`src/rtl/core/tlhc_pkg.sv`:
```
// Package for the tuple lane hash combiner: word types, hash constants,
// mode codes and the response bundle of the shared multiplier.
// No dependencies.
`default_nettype none

package tlhc_pkg;

  localparam int unsigned WORD_W = 64;
  localparam int unsigned HALF_W = 32;
  localparam int unsigned LEN_W  = 8;

  typedef logic [WORD_W-1:0] word_t;
  typedef logic [HALF_W-1:0] half_t;
  typedef logic [LEN_W-1:0]  len_t;

  // Hash mode register codes
  localparam logic MODE_XX     = 1'b0;
  localparam logic MODE_LEGACY = 1'b1;

  // Accumulator rule primes, wide and narrow variants
  localparam word_t XX64_P1 = 64'd11400714785074694791;
  localparam word_t XX64_P2 = 64'd14029467366897019727;
  localparam word_t XX64_P5 = 64'd2870177450012600261;
  localparam word_t XX32_P1 = 64'd2654435761;
  localparam word_t XX32_P2 = 64'd2246822519;
  localparam word_t XX32_P5 = 64'd374761393;
  localparam word_t XX_LEN_MANGLE  = 64'd3527539;
  localparam word_t XX_ALLONES_SUB = 64'd1546275796;

  // Legacy multiplicative rule constants
  localparam word_t LG_MULT0     = 64'd1000003;
  localparam word_t LG_MULT_STEP = 64'd82520;
  localparam word_t LG_SEED      = 64'h345678;
  localparam word_t LG_FINAL_ADD = 64'd97531;

  // Status of the shared multiplier towards the sequencer
  typedef struct packed {
    logic  done;
    word_t product;
  } mul_rsp_t;

endpackage

`default_nettype wire

```
`src/rtl/core/tlhc_if.sv`:
```
// Valid/ready channel interfaces of the tuple lane hash combiner:
// one for lane items in, one for tuple results out. Uses tlhc_pkg.
`default_nettype none

interface tlhc_in_if;
  import tlhc_pkg::*;
  logic  valid;
  logic  ready;
  logic  first_of_tuple;
  len_t  tuple_length;
  word_t lane_hash;

  modport source (output valid, first_of_tuple, tuple_length, lane_hash, input ready);
  modport sink   (input valid, first_of_tuple, tuple_length, lane_hash, output ready);
endinterface

interface tlhc_out_if;
  import tlhc_pkg::*;
  logic  valid;
  logic  ready;
  word_t tuple_hash;
  logic  hash_error;

  modport source (output valid, tuple_hash, hash_error, input ready);
  modport sink   (input valid, tuple_hash, hash_error, output ready);
endinterface

`default_nettype wire

```
`src/rtl/core/tlhc_mul.sv`:
```
// Shared 64x64 (low half) multiplier built from one registered 32x32 unit,
// three partial products, summed in steps LL, LH, HL, SUM. Uses tlhc_pkg.
`default_nettype none

module tlhc_mul import tlhc_pkg::*; (
  input  logic     clk_i,
  input  logic     rst_ni,
  input  logic     start_i,
  input  word_t    op_a_i,
  input  word_t    op_b_i,
  output mul_rsp_t rsp_o
);

  localparam logic [1:0] STEP_LL  = 2'd0;
  localparam logic [1:0] STEP_LH  = 2'd1;
  localparam logic [1:0] STEP_HL  = 2'd2;
  localparam logic [1:0] STEP_SUM = 2'd3;

  logic       busy_q;
  logic [1:0] step_q;
  logic       done_q;
  half_t      sel_a;
  half_t      sel_b;
  word_t      part_d;
  word_t      part_q;
  word_t      sum_q;

  // Pick the operand halves for this step
  always_comb begin
    case (step_q)
      STEP_LL: begin
        sel_a = op_a_i[HALF_W-1:0];
        sel_b = op_b_i[HALF_W-1:0];
      end
      STEP_LH: begin
        sel_a = op_a_i[HALF_W-1:0];
        sel_b = op_b_i[WORD_W-1:HALF_W];
      end
      default: begin
        sel_a = op_a_i[WORD_W-1:HALF_W];
        sel_b = op_b_i[HALF_W-1:0];
      end
    endcase
  end

  assign part_d = word_t'(sel_a) * word_t'(sel_b);

  // Step counter and done pulse
  always_ff @(posedge clk_i or negedge rst_ni) begin
    if (!rst_ni) begin
      busy_q <= 1'b0;
      step_q <= STEP_LL;
      done_q <= 1'b0;
    end else begin
      done_q <= 1'b0;
      if (start_i) begin
        busy_q <= 1'b1;
        step_q <= STEP_LL;
      end else if (busy_q) begin
        step_q <= step_q + 2'd1;
        if (step_q == STEP_SUM) begin
          busy_q <= 1'b0;
          done_q <= 1'b1;
        end
      end
    end
  end

  // Register one partial product a cycle and fold the previous one in
  always_ff @(posedge clk_i) begin
    if (busy_q) begin
      part_q <= part_d;
      case (step_q)
        STEP_LH:  sum_q <= part_q;
        STEP_HL,
        STEP_SUM: sum_q <= sum_q + (part_q << HALF_W);
        default:  sum_q <= sum_q;
      endcase
    end
  end

  assign rsp_o.done    = done_q;
  assign rsp_o.product = sum_q;

endmodule

`default_nettype wire

```
`src/rtl/core/tuple_lane_hash_combiner_top.sv`:
```
// Tuple lane hash combiner: in sequencer, operand registers, final mix.
// Depends on tlhc_pkg, tlhc_if (channel interfaces) and tlhc_mul.
//
// Usage:
//  - in_if carries one lane per transfer. first_of_tuple = 1 opens a tuple,
//    samples tuple_length (saturated to MAX_LANES) and, for a non-empty
//    tuple, carries the first lane. Lanes with no open tuple are dropped.
//  - out_if gives one result per finished tuple: tuple_hash and hash_error.
//    A zero length tuple gives its result straight away.
//  - cfg_we_i/cfg_wdata_i write hash_mode; write only while no tuple is open.
//  - Each 64-bit multiply runs on one shared 32x32 unit. A lane takes one
//    multiply in legacy mode and two dependent multiplies in accumulator
//    mode; a lane that starts no multiply, or an all-ones lane, takes
//    none. A finishing lane then passes through S_EMIT to load the output
//    register. in_if.ready is low while a lane is being worked on.
//  - The output register holds a result until taken; the next lane is
//    accepted meanwhile, and only the following result waits for it.
//  - Reset clears the mode to the accumulator rule, closes any tuple and
//    drops a pending result.
`default_nettype none

module tuple_lane_hash_combiner_top import tlhc_pkg::*; #(
  parameter int unsigned HASH_WIDTH = 64,
  parameter int unsigned MAX_LANES  = 255
) (
  input  logic              clk_i,
  input  logic              rst_ni,
  input  logic              cfg_we_i,
  input  logic              cfg_wdata_i,
  tlhc_in_if.sink           in_if,
  tlhc_out_if.source        out_if
);

  localparam int unsigned HW = HASH_WIDTH;
  localparam logic [HW-1:0] HMASK = {HW{1'b1}};
  localparam logic [HW-1:0] XX_P1 = (HW > 32) ? XX64_P1[HW-1:0] : XX32_P1[HW-1:0];
  localparam logic [HW-1:0] XX_P2 = (HW > 32) ? XX64_P2[HW-1:0] : XX32_P2[HW-1:0];
  localparam logic [HW-1:0] XX_P5 = (HW > 32) ? XX64_P5[HW-1:0] : XX32_P5[HW-1:0];
  localparam int unsigned   XX_ROT = (HW > 32) ? 31 : 13;
  localparam len_t          MAX_LEN = LEN_W'(MAX_LANES);

  // Sequencer states
  localparam logic [1:0] S_IDLE = 2'd0;
  localparam logic [1:0] S_MUL1 = 2'd1;
  localparam logic [1:0] S_MUL2 = 2'd2;
  localparam logic [1:0] S_EMIT = 2'd3;

  logic [1:0]    state_q, state_d;
  logic          mode_q;
  logic [HW-1:0] acc_q, acc_d;
  logic [HW-1:0] mult_q, mult_d;
  logic [HW-1:0] opa_q, opa_d;
  logic [HW-1:0] opb_q, opb_d;
  len_t          lanes_q, lanes_d;
  len_t          total_q, total_d;
  logic          err_q, err_d;
  logic          in_tuple_q, in_tuple_d;
  logic          last_q, last_d;
  logic          start_q, start_d;
  logic          out_valid_q, out_valid_d;
  word_t         out_hash_q, out_hash_d;
  logic          out_err_q, out_err_d;

  logic          in_fire;
  len_t          len_sat;
  logic [HW-1:0] lane;
  logic [HW-1:0] fin_hash;
  logic [HW-1:0] mix_sum;
  logic [HW-1:0] mix_rot;
  mul_rsp_t      mul_rsp;

  assign in_if.ready = (state_q == S_IDLE);
  assign in_fire     = in_if.valid && in_if.ready;
  assign len_sat     = (in_if.tuple_length > MAX_LEN) ? MAX_LEN : in_if.tuple_length;
  assign lane        = in_if.lane_hash[HW-1:0];

  // Shared multiplier
  tlhc_mul u_mul (
    .clk_i   (clk_i),
    .rst_ni  (rst_ni),
    .start_i (start_q),
    .op_a_i  (word_t'(opa_q)),
    .op_b_i  (word_t'(opb_q)),
    .rsp_o   (mul_rsp)
  );

  // Accumulator rule: add, rotate, then into the second multiply
  assign mix_sum = acc_q + mul_rsp.product[HW-1:0];
  assign mix_rot = (mix_sum << XX_ROT) | (mix_sum >> (HW - XX_ROT));

  // Final mix of the tuple result
  always_comb begin : p_final
    logic [HW-1:0] h;
    h = '0;
    if (err_q) begin
      fin_hash = HMASK;
    end else if (mode_q == MODE_XX) begin
      h = acc_q + ({{(HW-LEN_W){1'b0}}, total_q} ^ (XX_P5 ^ XX_LEN_MANGLE[HW-1:0]));
      fin_hash = (h == HMASK) ? XX_ALLONES_SUB[HW-1:0] : h;
    end else begin
      h = acc_q + LG_FINAL_ADD[HW-1:0];
      fin_hash = (h == HMASK) ? (HMASK - {{(HW-1){1'b0}}, 1'b1}) : h;
    end
  end

  // Sequencer next state
  always_comb begin : p_next
    logic [HW-1:0] base_acc;
    logic [HW-1:0] base_mult;
    len_t          base_lanes;
    len_t          lanes_dec;
    logic          base_err;
    logic          take;

    state_d     = state_q;
    acc_d       = acc_q;
    mult_d      = mult_q;
    opa_d       = opa_q;
    opb_d       = opb_q;
    lanes_d     = lanes_q;
    total_d     = total_q;
    err_d       = err_q;
    in_tuple_d  = in_tuple_q;
    last_d      = last_q;
    start_d     = 1'b0;
    out_valid_d = out_valid_q;
    out_hash_d  = out_hash_q;
    out_err_d   = out_err_q;

    base_acc    = acc_q;
    base_mult   = mult_q;
    base_lanes  = lanes_q;
    base_err    = err_q;
    take        = in_tuple_q;
    lanes_dec   = lanes_q;

    // Drop the result once transferred
    if (out_valid_q && out_if.ready) begin
      out_valid_d = 1'b0;
    end

    case (state_q)
      S_IDLE: begin
        if (in_fire) begin
          // Open a new tuple and load the start values
          if (in_if.first_of_tuple) begin
            total_d    = len_sat;
            base_lanes = len_sat;
            base_acc   = (mode_q == MODE_XX) ? XX_P5 : LG_SEED[HW-1:0];
            base_mult  = LG_MULT0[HW-1:0];
            base_err   = 1'b0;
            acc_d      = base_acc;
            mult_d     = base_mult;
            err_d      = 1'b0;
            lanes_d    = len_sat;
            if (len_sat == '0) begin
              in_tuple_d = 1'b0;
              take       = 1'b0;
              state_d    = S_EMIT;
            end else begin
              in_tuple_d = 1'b1;
              take       = 1'b1;
            end
          end
          // Take the lane in
          if (take) begin
            lanes_dec = base_lanes - LEN_W'(1);
            lanes_d   = lanes_dec;
            last_d    = (lanes_dec == '0);
            if (lanes_dec == '0) begin
              in_tuple_d = 1'b0;
            end
            if (!base_err && (lane != HMASK)) begin
              start_d = 1'b1;
              state_d = S_MUL1;
              if (mode_q == MODE_XX) begin
                opa_d = lane;
                opb_d = XX_P2;
              end else begin
                opa_d  = base_acc ^ lane;
                opb_d  = base_mult;
                mult_d = base_mult + LG_MULT_STEP[HW-1:0]
                       + {{(HW-LEN_W-1){1'b0}}, lanes_dec, 1'b0};
              end
            end else begin
              if (lane == HMASK) begin
                err_d = 1'b1;
              end
              state_d = (lanes_dec == '0) ? S_EMIT : S_IDLE;
            end
          end
        end
      end
      S_MUL1: begin
        if (mul_rsp.done) begin
          if (mode_q == MODE_XX) begin
            opa_d   = mix_rot;
            opb_d   = XX_P1;
            start_d = 1'b1;
            state_d = S_MUL2;
          end else begin
            acc_d   = mul_rsp.product[HW-1:0];
            state_d = last_q ? S_EMIT : S_IDLE;
          end
        end
      end
      S_MUL2: begin
        if (mul_rsp.done) begin
          acc_d   = mul_rsp.product[HW-1:0];
          state_d = last_q ? S_EMIT : S_IDLE;
        end
      end
      S_EMIT: begin
        // Load the output register once it is free
        if (!out_valid_q || out_if.ready) begin
          out_valid_d = 1'b1;
          out_hash_d  = word_t'(fin_hash);
          out_err_d   = err_q;
          state_d     = S_IDLE;
        end
      end
      default: begin
        state_d = S_IDLE;
      end
    endcase
  end

  // Control registers
  always_ff @(posedge clk_i or negedge rst_ni) begin
    if (!rst_ni) begin
      state_q     <= S_IDLE;
      mode_q      <= MODE_XX;
      lanes_q     <= '0;
      err_q       <= 1'b0;
      in_tuple_q  <= 1'b0;
      last_q      <= 1'b0;
      start_q     <= 1'b0;
      out_valid_q <= 1'b0;
    end else begin
      state_q     <= state_d;
      lanes_q     <= lanes_d;
      err_q       <= err_d;
      in_tuple_q  <= in_tuple_d;
      last_q      <= last_d;
      start_q     <= start_d;
      out_valid_q <= out_valid_d;
      if (cfg_we_i) begin
        mode_q <= cfg_wdata_i;
      end
    end
  end

  // Payload registers
  always_ff @(posedge clk_i) begin
    acc_q      <= acc_d;
    mult_q     <= mult_d;
    opa_q      <= opa_d;
    opb_q      <= opb_d;
    total_q    <= total_d;
    out_hash_q <= out_hash_d;
    out_err_q  <= out_err_d;
  end

  assign out_if.valid      = out_valid_q;
  assign out_if.tuple_hash = out_hash_q;
  assign out_if.hash_error = out_err_q;

endmodule

`default_nettype wire

```
`src/flat_wrapper.sv`:
```
// flat-port wrapper written by rule: the top's interface ports become plain ports
module tuple_lane_hash_combiner_top_flat import tlhc_pkg::*;
#(
  parameter int unsigned HASH_WIDTH = 64,
  parameter int unsigned MAX_LANES  = 255
)
  (clk_i, rst_ni, cfg_we_i, cfg_wdata_i, in_if_valid, in_if_first_of_tuple, in_if_tuple_length, in_if_lane_hash, in_if_ready, out_if_valid, out_if_tuple_hash, out_if_hash_error, out_if_ready);
  tlhc_in_if in_if_i ();
  tlhc_out_if out_if_i ();
  input  logic clk_i;
  input  logic rst_ni;
  input  logic cfg_we_i;
  input  logic cfg_wdata_i;
  input wire logic [$bits(in_if_i.valid)-1:0] in_if_valid;
  input wire logic [$bits(in_if_i.first_of_tuple)-1:0] in_if_first_of_tuple;
  input wire logic [$bits(in_if_i.tuple_length)-1:0] in_if_tuple_length;
  input wire logic [$bits(in_if_i.lane_hash)-1:0] in_if_lane_hash;
  output wire logic [$bits(in_if_i.ready)-1:0] in_if_ready;
  output wire logic [$bits(out_if_i.valid)-1:0] out_if_valid;
  output wire logic [$bits(out_if_i.tuple_hash)-1:0] out_if_tuple_hash;
  output wire logic [$bits(out_if_i.hash_error)-1:0] out_if_hash_error;
  input wire logic [$bits(out_if_i.ready)-1:0] out_if_ready;
  assign in_if_i.valid = in_if_valid;
  assign in_if_i.first_of_tuple = in_if_first_of_tuple;
  assign in_if_i.tuple_length = in_if_tuple_length;
  assign in_if_i.lane_hash = in_if_lane_hash;
  assign in_if_ready = in_if_i.ready;
  assign out_if_valid = out_if_i.valid;
  assign out_if_tuple_hash = out_if_i.tuple_hash;
  assign out_if_hash_error = out_if_i.hash_error;
  assign out_if_i.ready = out_if_ready;
  tuple_lane_hash_combiner_top #(.HASH_WIDTH(HASH_WIDTH), .MAX_LANES(MAX_LANES)) u_core (.clk_i(clk_i), .rst_ni(rst_ni), .cfg_we_i(cfg_we_i), .cfg_wdata_i(cfg_wdata_i), .in_if(in_if_i), .out_if(out_if_i));
endmodule
```
`config.mk`:
```
export PLATFORM = sky130hd
export DESIGN_NAME = tuple_lane_hash_combiner_top_flat
export DESIGN_NICKNAME = d
export VERILOG_FILES = /design/src/rtl/core/tlhc_pkg.sv /design/src/rtl/core/tlhc_if.sv /design/src/rtl/core/tlhc_mul.sv /design/src/rtl/core/tuple_lane_hash_combiner_top.sv /design/src/flat_wrapper.sv
export SDC_FILE = /design/constraint.sdc
export NUM_CORES = 2
export LEC_CHECK = 0
export BUFFER_PORTS_ARGS = -buffer_cell sky130_fd_sc_hd__buf_4
export CAP_MARGIN = 20
export CORE_ASPECT_RATIO = 2
export CORE_MARGIN = 5
export CORE_UTILIZATION = 60
export DETAILED_ROUTE_END_ITERATION = 16
export GPL_TIMING_DRIVEN = 0
export PLACE_DENSITY = 0.88
export SYNTH_ARGS = -nofsm -noshare
export SYNTH_HDL_FRONTEND = slang
export SYNTH_HIERARCHICAL = 1
export SYNTH_SLANG_ARGS = --single-unit
```
`constraint.sdc`:
```
create_clock -name clk_i -period 12.1 [get_ports clk_i]
set_input_delay 1.21 -clock clk_i [delete_from_list [all_inputs] [get_ports clk_i]]
set_output_delay 1.21 -clock clk_i [all_outputs]
set_load 0.03 [all_outputs]
```
==> results of run 1 <==
## metrics by stage
| stage | hold slack (ns) | std cells | util | setup WS (ns) |
|---|---|---|---|---|
| 2_1_floorplan | 0.445 | 7108 | - | 2.70 |
| 3_3_place_gp | 0.464 | 8628 | 0.629 | -1.39 |
| 3_5_place_dp | 0.474 | 8708 | 0.640 | -0.774 |
| 4_1_cts | 0.484 | 8775 | 0.653 | 0.0486 |
## what timing repair did
item                                    4_1_cts
gates cloned                                  0
gates resized for setup                      20
endpoints found under the setup margin       19
hold buffers                                  0
## routing by layer
layer	track usage	GRT overflow
met3	0.493	19
met5	0.222	1
met1	0.682	8
met2	0.949	1121
met4	0.780	546
## Yosys cell counts (all sizes together) (27+ instances only)
library cell / n
a211oi: 28
a21o: 94
a21oi: 363
a31oi: 30
and2: 57
and3: 61
buf: 43
clkbuf: 328
edfxtp: 457
fa: 900
ha: 399
inv: 984
mux2: 73
mux2i: 79
nand2: 913
nand2b: 38
nand3: 103
nand4: 85
nor2: 834
nor2b: 46
nor3: 64
nor4: 38
o21a: 27
o21ai: 268
o21bai: 40
o31ai: 59
or2: 27
xnor2: 219
xor2: 159
## cell families after synthesis
kind of cell    Yosys count  synth area share
xor+xnor                378            0.0513
flops                   477             0.221
buf+inv                1355            0.0794
fa+ha+maj              1299             0.357
compound gates         1092             0.107
simple gates           2355             0.160
mux                     152            0.0250
==> summary.md, run 1 <==
| Metric | Value |
|---|---|
| Mapped cell area | `64500 um2` |
| Die width | `242 um` |
| Sequential fraction of the synthesis area | `0.221` |
| First-pass GRT wire length | `about 620 mm` |
| Ys flop type | `edfxtp_1` |
| Post-synth EDFFs | `~460` |
| Grt total ovfl | `1695` |
| Failing step | `global routing` |
| Ranking of synthesized cells by area | `fa_1, edfxtp_1, ha_1` |
| Yosys top cell area share | `0.279` |
| Cell accounting for the most synthesized area | `fa_1` |
| Number of core rows | `between 150 and 200` |
| Clock sinks | `around 480` |
| Io pins | `146` |
| Distinct cells, synth | `96` |
| Placed inst area | `just under 70000 um2` |
| Largest net degree at the start of global routing | `71` |
| Number of CTS-inserted buffers | `38` |
| Synth Area per Inst | `a little over 9 um2` |
| Vias in the first global route | `74314` |
| Total GRT Usage | `0.719` |
| Clk root buf | `clkbuf_16` |
| Synthesized flop and latch total | `~480` |
| Synth async-reset ratio | `0.0419` |
| Detailed Place HPWL | `274 mm` |
| Gp weighted congestion | `between 1 and 1.5` |
| Syn nets | `between 8000 and 9000` |
| First Err | `[ERROR GRT-0116] Global routing finished with congestion. Check the congestion regions in the DRC Viewer.` |
| Die height | `between 400 and 500 um` |
| Clock buffer depth | `3` |
| Post-CTS Setup Inserts | `0` |
| Port-buffer cells | `144` |
| Gate Count Post-Synth | `~7100` |
| Ys Warns | `6` |
| Max H-tree Level | `2` |
| Outcome | `did not finish` |
| Starting density of the core | `0.603` |
==> run 2, diff against run 1 <==
Settings changed: CORE_ASPECT_RATIO 2 to default, CORE_UTILIZATION 60 to 40, PLACE_DENSITY 0.88 to default, PLACE_DENSITY_LB_ADDON from default to 0.15.
==> summary.md, run 2 <==
| Metric | Value |
|---|---|
| Outcome | `finished with violations` |
| Failing checks | `design-rule violations` |
| Die width | `~410 um` |
| Synth Area per Inst | `between 9 and 10 um2` |
| Commonest cells post-synth | `inv_1, nand2_1, fa_1` |
| Vias post-DR | `about 56000` |
| Slew HR | `0.145` |
| Count of hold-fix buffers inserted at cts | `0` |
| FF+latch area | `approximately 14000 um2` |
| Mapped cell area | `approximately 64000 um2` |
| CP Launch Type | `flip-flop` |
| Synthesized flop and latch total | `about 480` |
| DRT antenna net count | `0` |
| Worst hold path type | `in2async` |
| DR vias/cell | `roughly 5.9` |
| Layout cell share with drive strength beyond 1 | `0.0704` |
| Worst Setup Path Type | `reg2reg` |
| Yosys top cell area share | `0.279` |
| Most frequent cells in the layout | `inv_1, nand2_1, fa_1, nor2_1, edfxtp_1` |
| Worst Path Buf+Inv | `9` |
| Max-cap viol count | `0` |
| Arrival time at the worst endpoint | `around 12 ns` |
| Number of CTS-inserted buffers | `52` |
| Cell accounting for the most synthesized area | `fa_1` |
| Detailed Place HPWL | `roughly 260 mm` |
| Max Freq | `roughly 84 MHz` |
| DRC violation count after routing | `1` |
| Core Area | `about 160000 um2` |
| Synth async-reset ratio | `0.0419` |
| CP dominant cell by count | `fa_1` |
| Worst Skew | `a little over 0.02 ns` |
| CTS tree | `built` |
| RSZ-0062 raised after global routing | `no` |
| Fin crit share | `0.981` |
| Clock sinks | `approximately 480` |
| Filler Cell Count | `between 15000 and 20000` |
| Area Growth Syn to Fin | `11.1%` |
| Setup TNS | `0 ns` |
| Hold WS | `0.462 ns` |
| Count leader, synth | `inv_1` |
| Grt total ovfl | `0` |
| Iter 0 DRT Violations | `around 6600` |
| Final Routed Wirelength | `about 300 mm` |
| CP endpoint kind | `flip-flop` |
| Syn nets | `8486` |
| Final Core Density | `0.447` |
| Multi-input logic area | `between 40000 and 50000 um2` |
| Starting density of the core | `0.402` |
| Die area | `169000 um2` |
| Number of core rows | `~150` |
| Slew @ Worst Pin | `1.28 ns` |
| Most common cell after layout, fill and taps aside | `inv_1` |
| Gate Count Post-Synth | `~7100` |
| Total GRT Usage | `0.353` |
| Ranking of synthesized cells by area | `fa_1, edfxtp_1, ha_1` |
| Distinct cells, synth | `96` |
| Io pins | `between 100 and 150` |
| Largest net degree at the start of global routing | `68` |
| Setup violation total in the final timing report | `0` |
| Port-buffer cells | `144` |
| Reg clk slew, reported paths | `~0.070 ns` |
| Gp weighted congestion | `roughly 1.0` |
| Sequential fraction of the synthesis area | `0.221` |
| CP required | `around 13 ns` |
| DP Worst Slack | `-0.629 ns` |
| First-pass GRT wire length | `422 mm` |
| Final Hold Fails | `0` |
| CP peak stage delay | `0.95 ns` |
| Max FO, Critical Path | `10` |
| Antenna violations before repair | `34` |
| Final nets | `8767` |
| Drt pass-1 iters | `12` |
| Clock buffer depth | `3` |
| Ys flop type | `edfxtp_1` |
| Ys Warns | `6` |
| Max H-tree Level | `2` |
| Routed WL per cell | `roughly 32 um` |
| Family with the most delay on the worst path | `adder cells` |
| Clk root buf | `clkbuf_16` |
| Worst-skew pair later-pin latency | `0.63 ns` |
| Die height | `between 400 and 500 um` |
| CP max-delay cell | `mux2i_1` |
| Vias in the first global route | `about 56000` |
| Post-synth EDFFs | `~460` |
| Setup ws final | `approximately 0.23 ns` |
| Fin crit period | `~12 ns` |
| Final Max Slew Viols | `0` |
[run 2: cell counts after synthesis]
No cell type changed its count.
[run 2: logic make-up after synthesis]
| group | after synthesis | synth area share |
|---|---|---|
| simple gates | 2355 | 0.160 |
| buf+inv | 1355 | 0.0794 |
| fa+ha+maj | 1299 | 0.357 |
| compound gates | 1092 | 0.107 |
| flops | 477 | 0.221 |
| xor+xnor | 378 | 0.0513 |
| mux | 152 | 0.0250 |
[run 2: stage by stage]
step,instance area (um2),instances
6_report,71600,9611
5_1_grt,71600,9591
4_1_cts,71300,9577
3_5_place_dp,69600,9482
3_3_place_gp,68300,9412
2_1_floorplan,64500,7108
[run 2: layer usage]
| layer | share of wire | GRT usage |
|---|---|---|
| met5 | 0.00076 | 0 |
| met4 | 0.043 | 0.116 |
| met3 | 0.11 | 0.0989 |
| met2 | 0.42 | 0.520 |
| met1 | 0.42 | 0.503 |
[run 2: worst register-to-register path: cells and delay by family (launching register included)]
family,cells,cell delay (ns)
fa+ha+maj,10,4.95
buf+inv,9,1.98
compound gates,5,1.79
simple gates,3,1.27
mux,1,0.96
flops,1,0.39
xor+xnor,1,0.33
[run 2: cell type report]
type | count | area share
antenna | 20 | 0.000699
buffer | 367 | 0.0199
clock buffer | 65 | 0.0193
clock inverter | 31 | 0.00440
inverter | 984 | 0.0516
multi-input combinational | 5276 | 0.635
sequential | 477 | 0.199
tap | 2160 | 0.0377
timing repair buffer | 231 | 0.0328
[run 2: path summary, 6_finish.rpt]
path	from	endpoint	slack [ns]	cells after the start
worst max-delay path	u_core/u_mul/step_q[1]	u_core/u_mul/part_q[49]	0.23	29
worst min-delay path	rst_ni	u_core/in_tuple_q	0.46	1
worst max register to register	u_core/u_mul/step_q[1]	u_core/u_mul/part_q[49]	0.23	29
worst min register to register	u_core/lanes_q[2]	u_core/lanes_q[2]	0.48	2
max in group asynchronous	rst_ni	u_core/u_mul/busy_q	11.37	1
min in group clk_i	u_core/lanes_q[2]	u_core/lanes_q[2]	0.48	2
[run 2: repair_timing]
| action | CTS | global route |
|---|---|---|
| buffers inserted | 0 | 8 |
| cloned | 0 | 0 |
| setup endpoints to repair | 11 | 8 |
| gates resized for setup | 8 | 17 |
Power of run 2 is left out: the tool's default activity adds up to more than one toggle a clock period on the data nets, which glitch-free logic cannot reach.
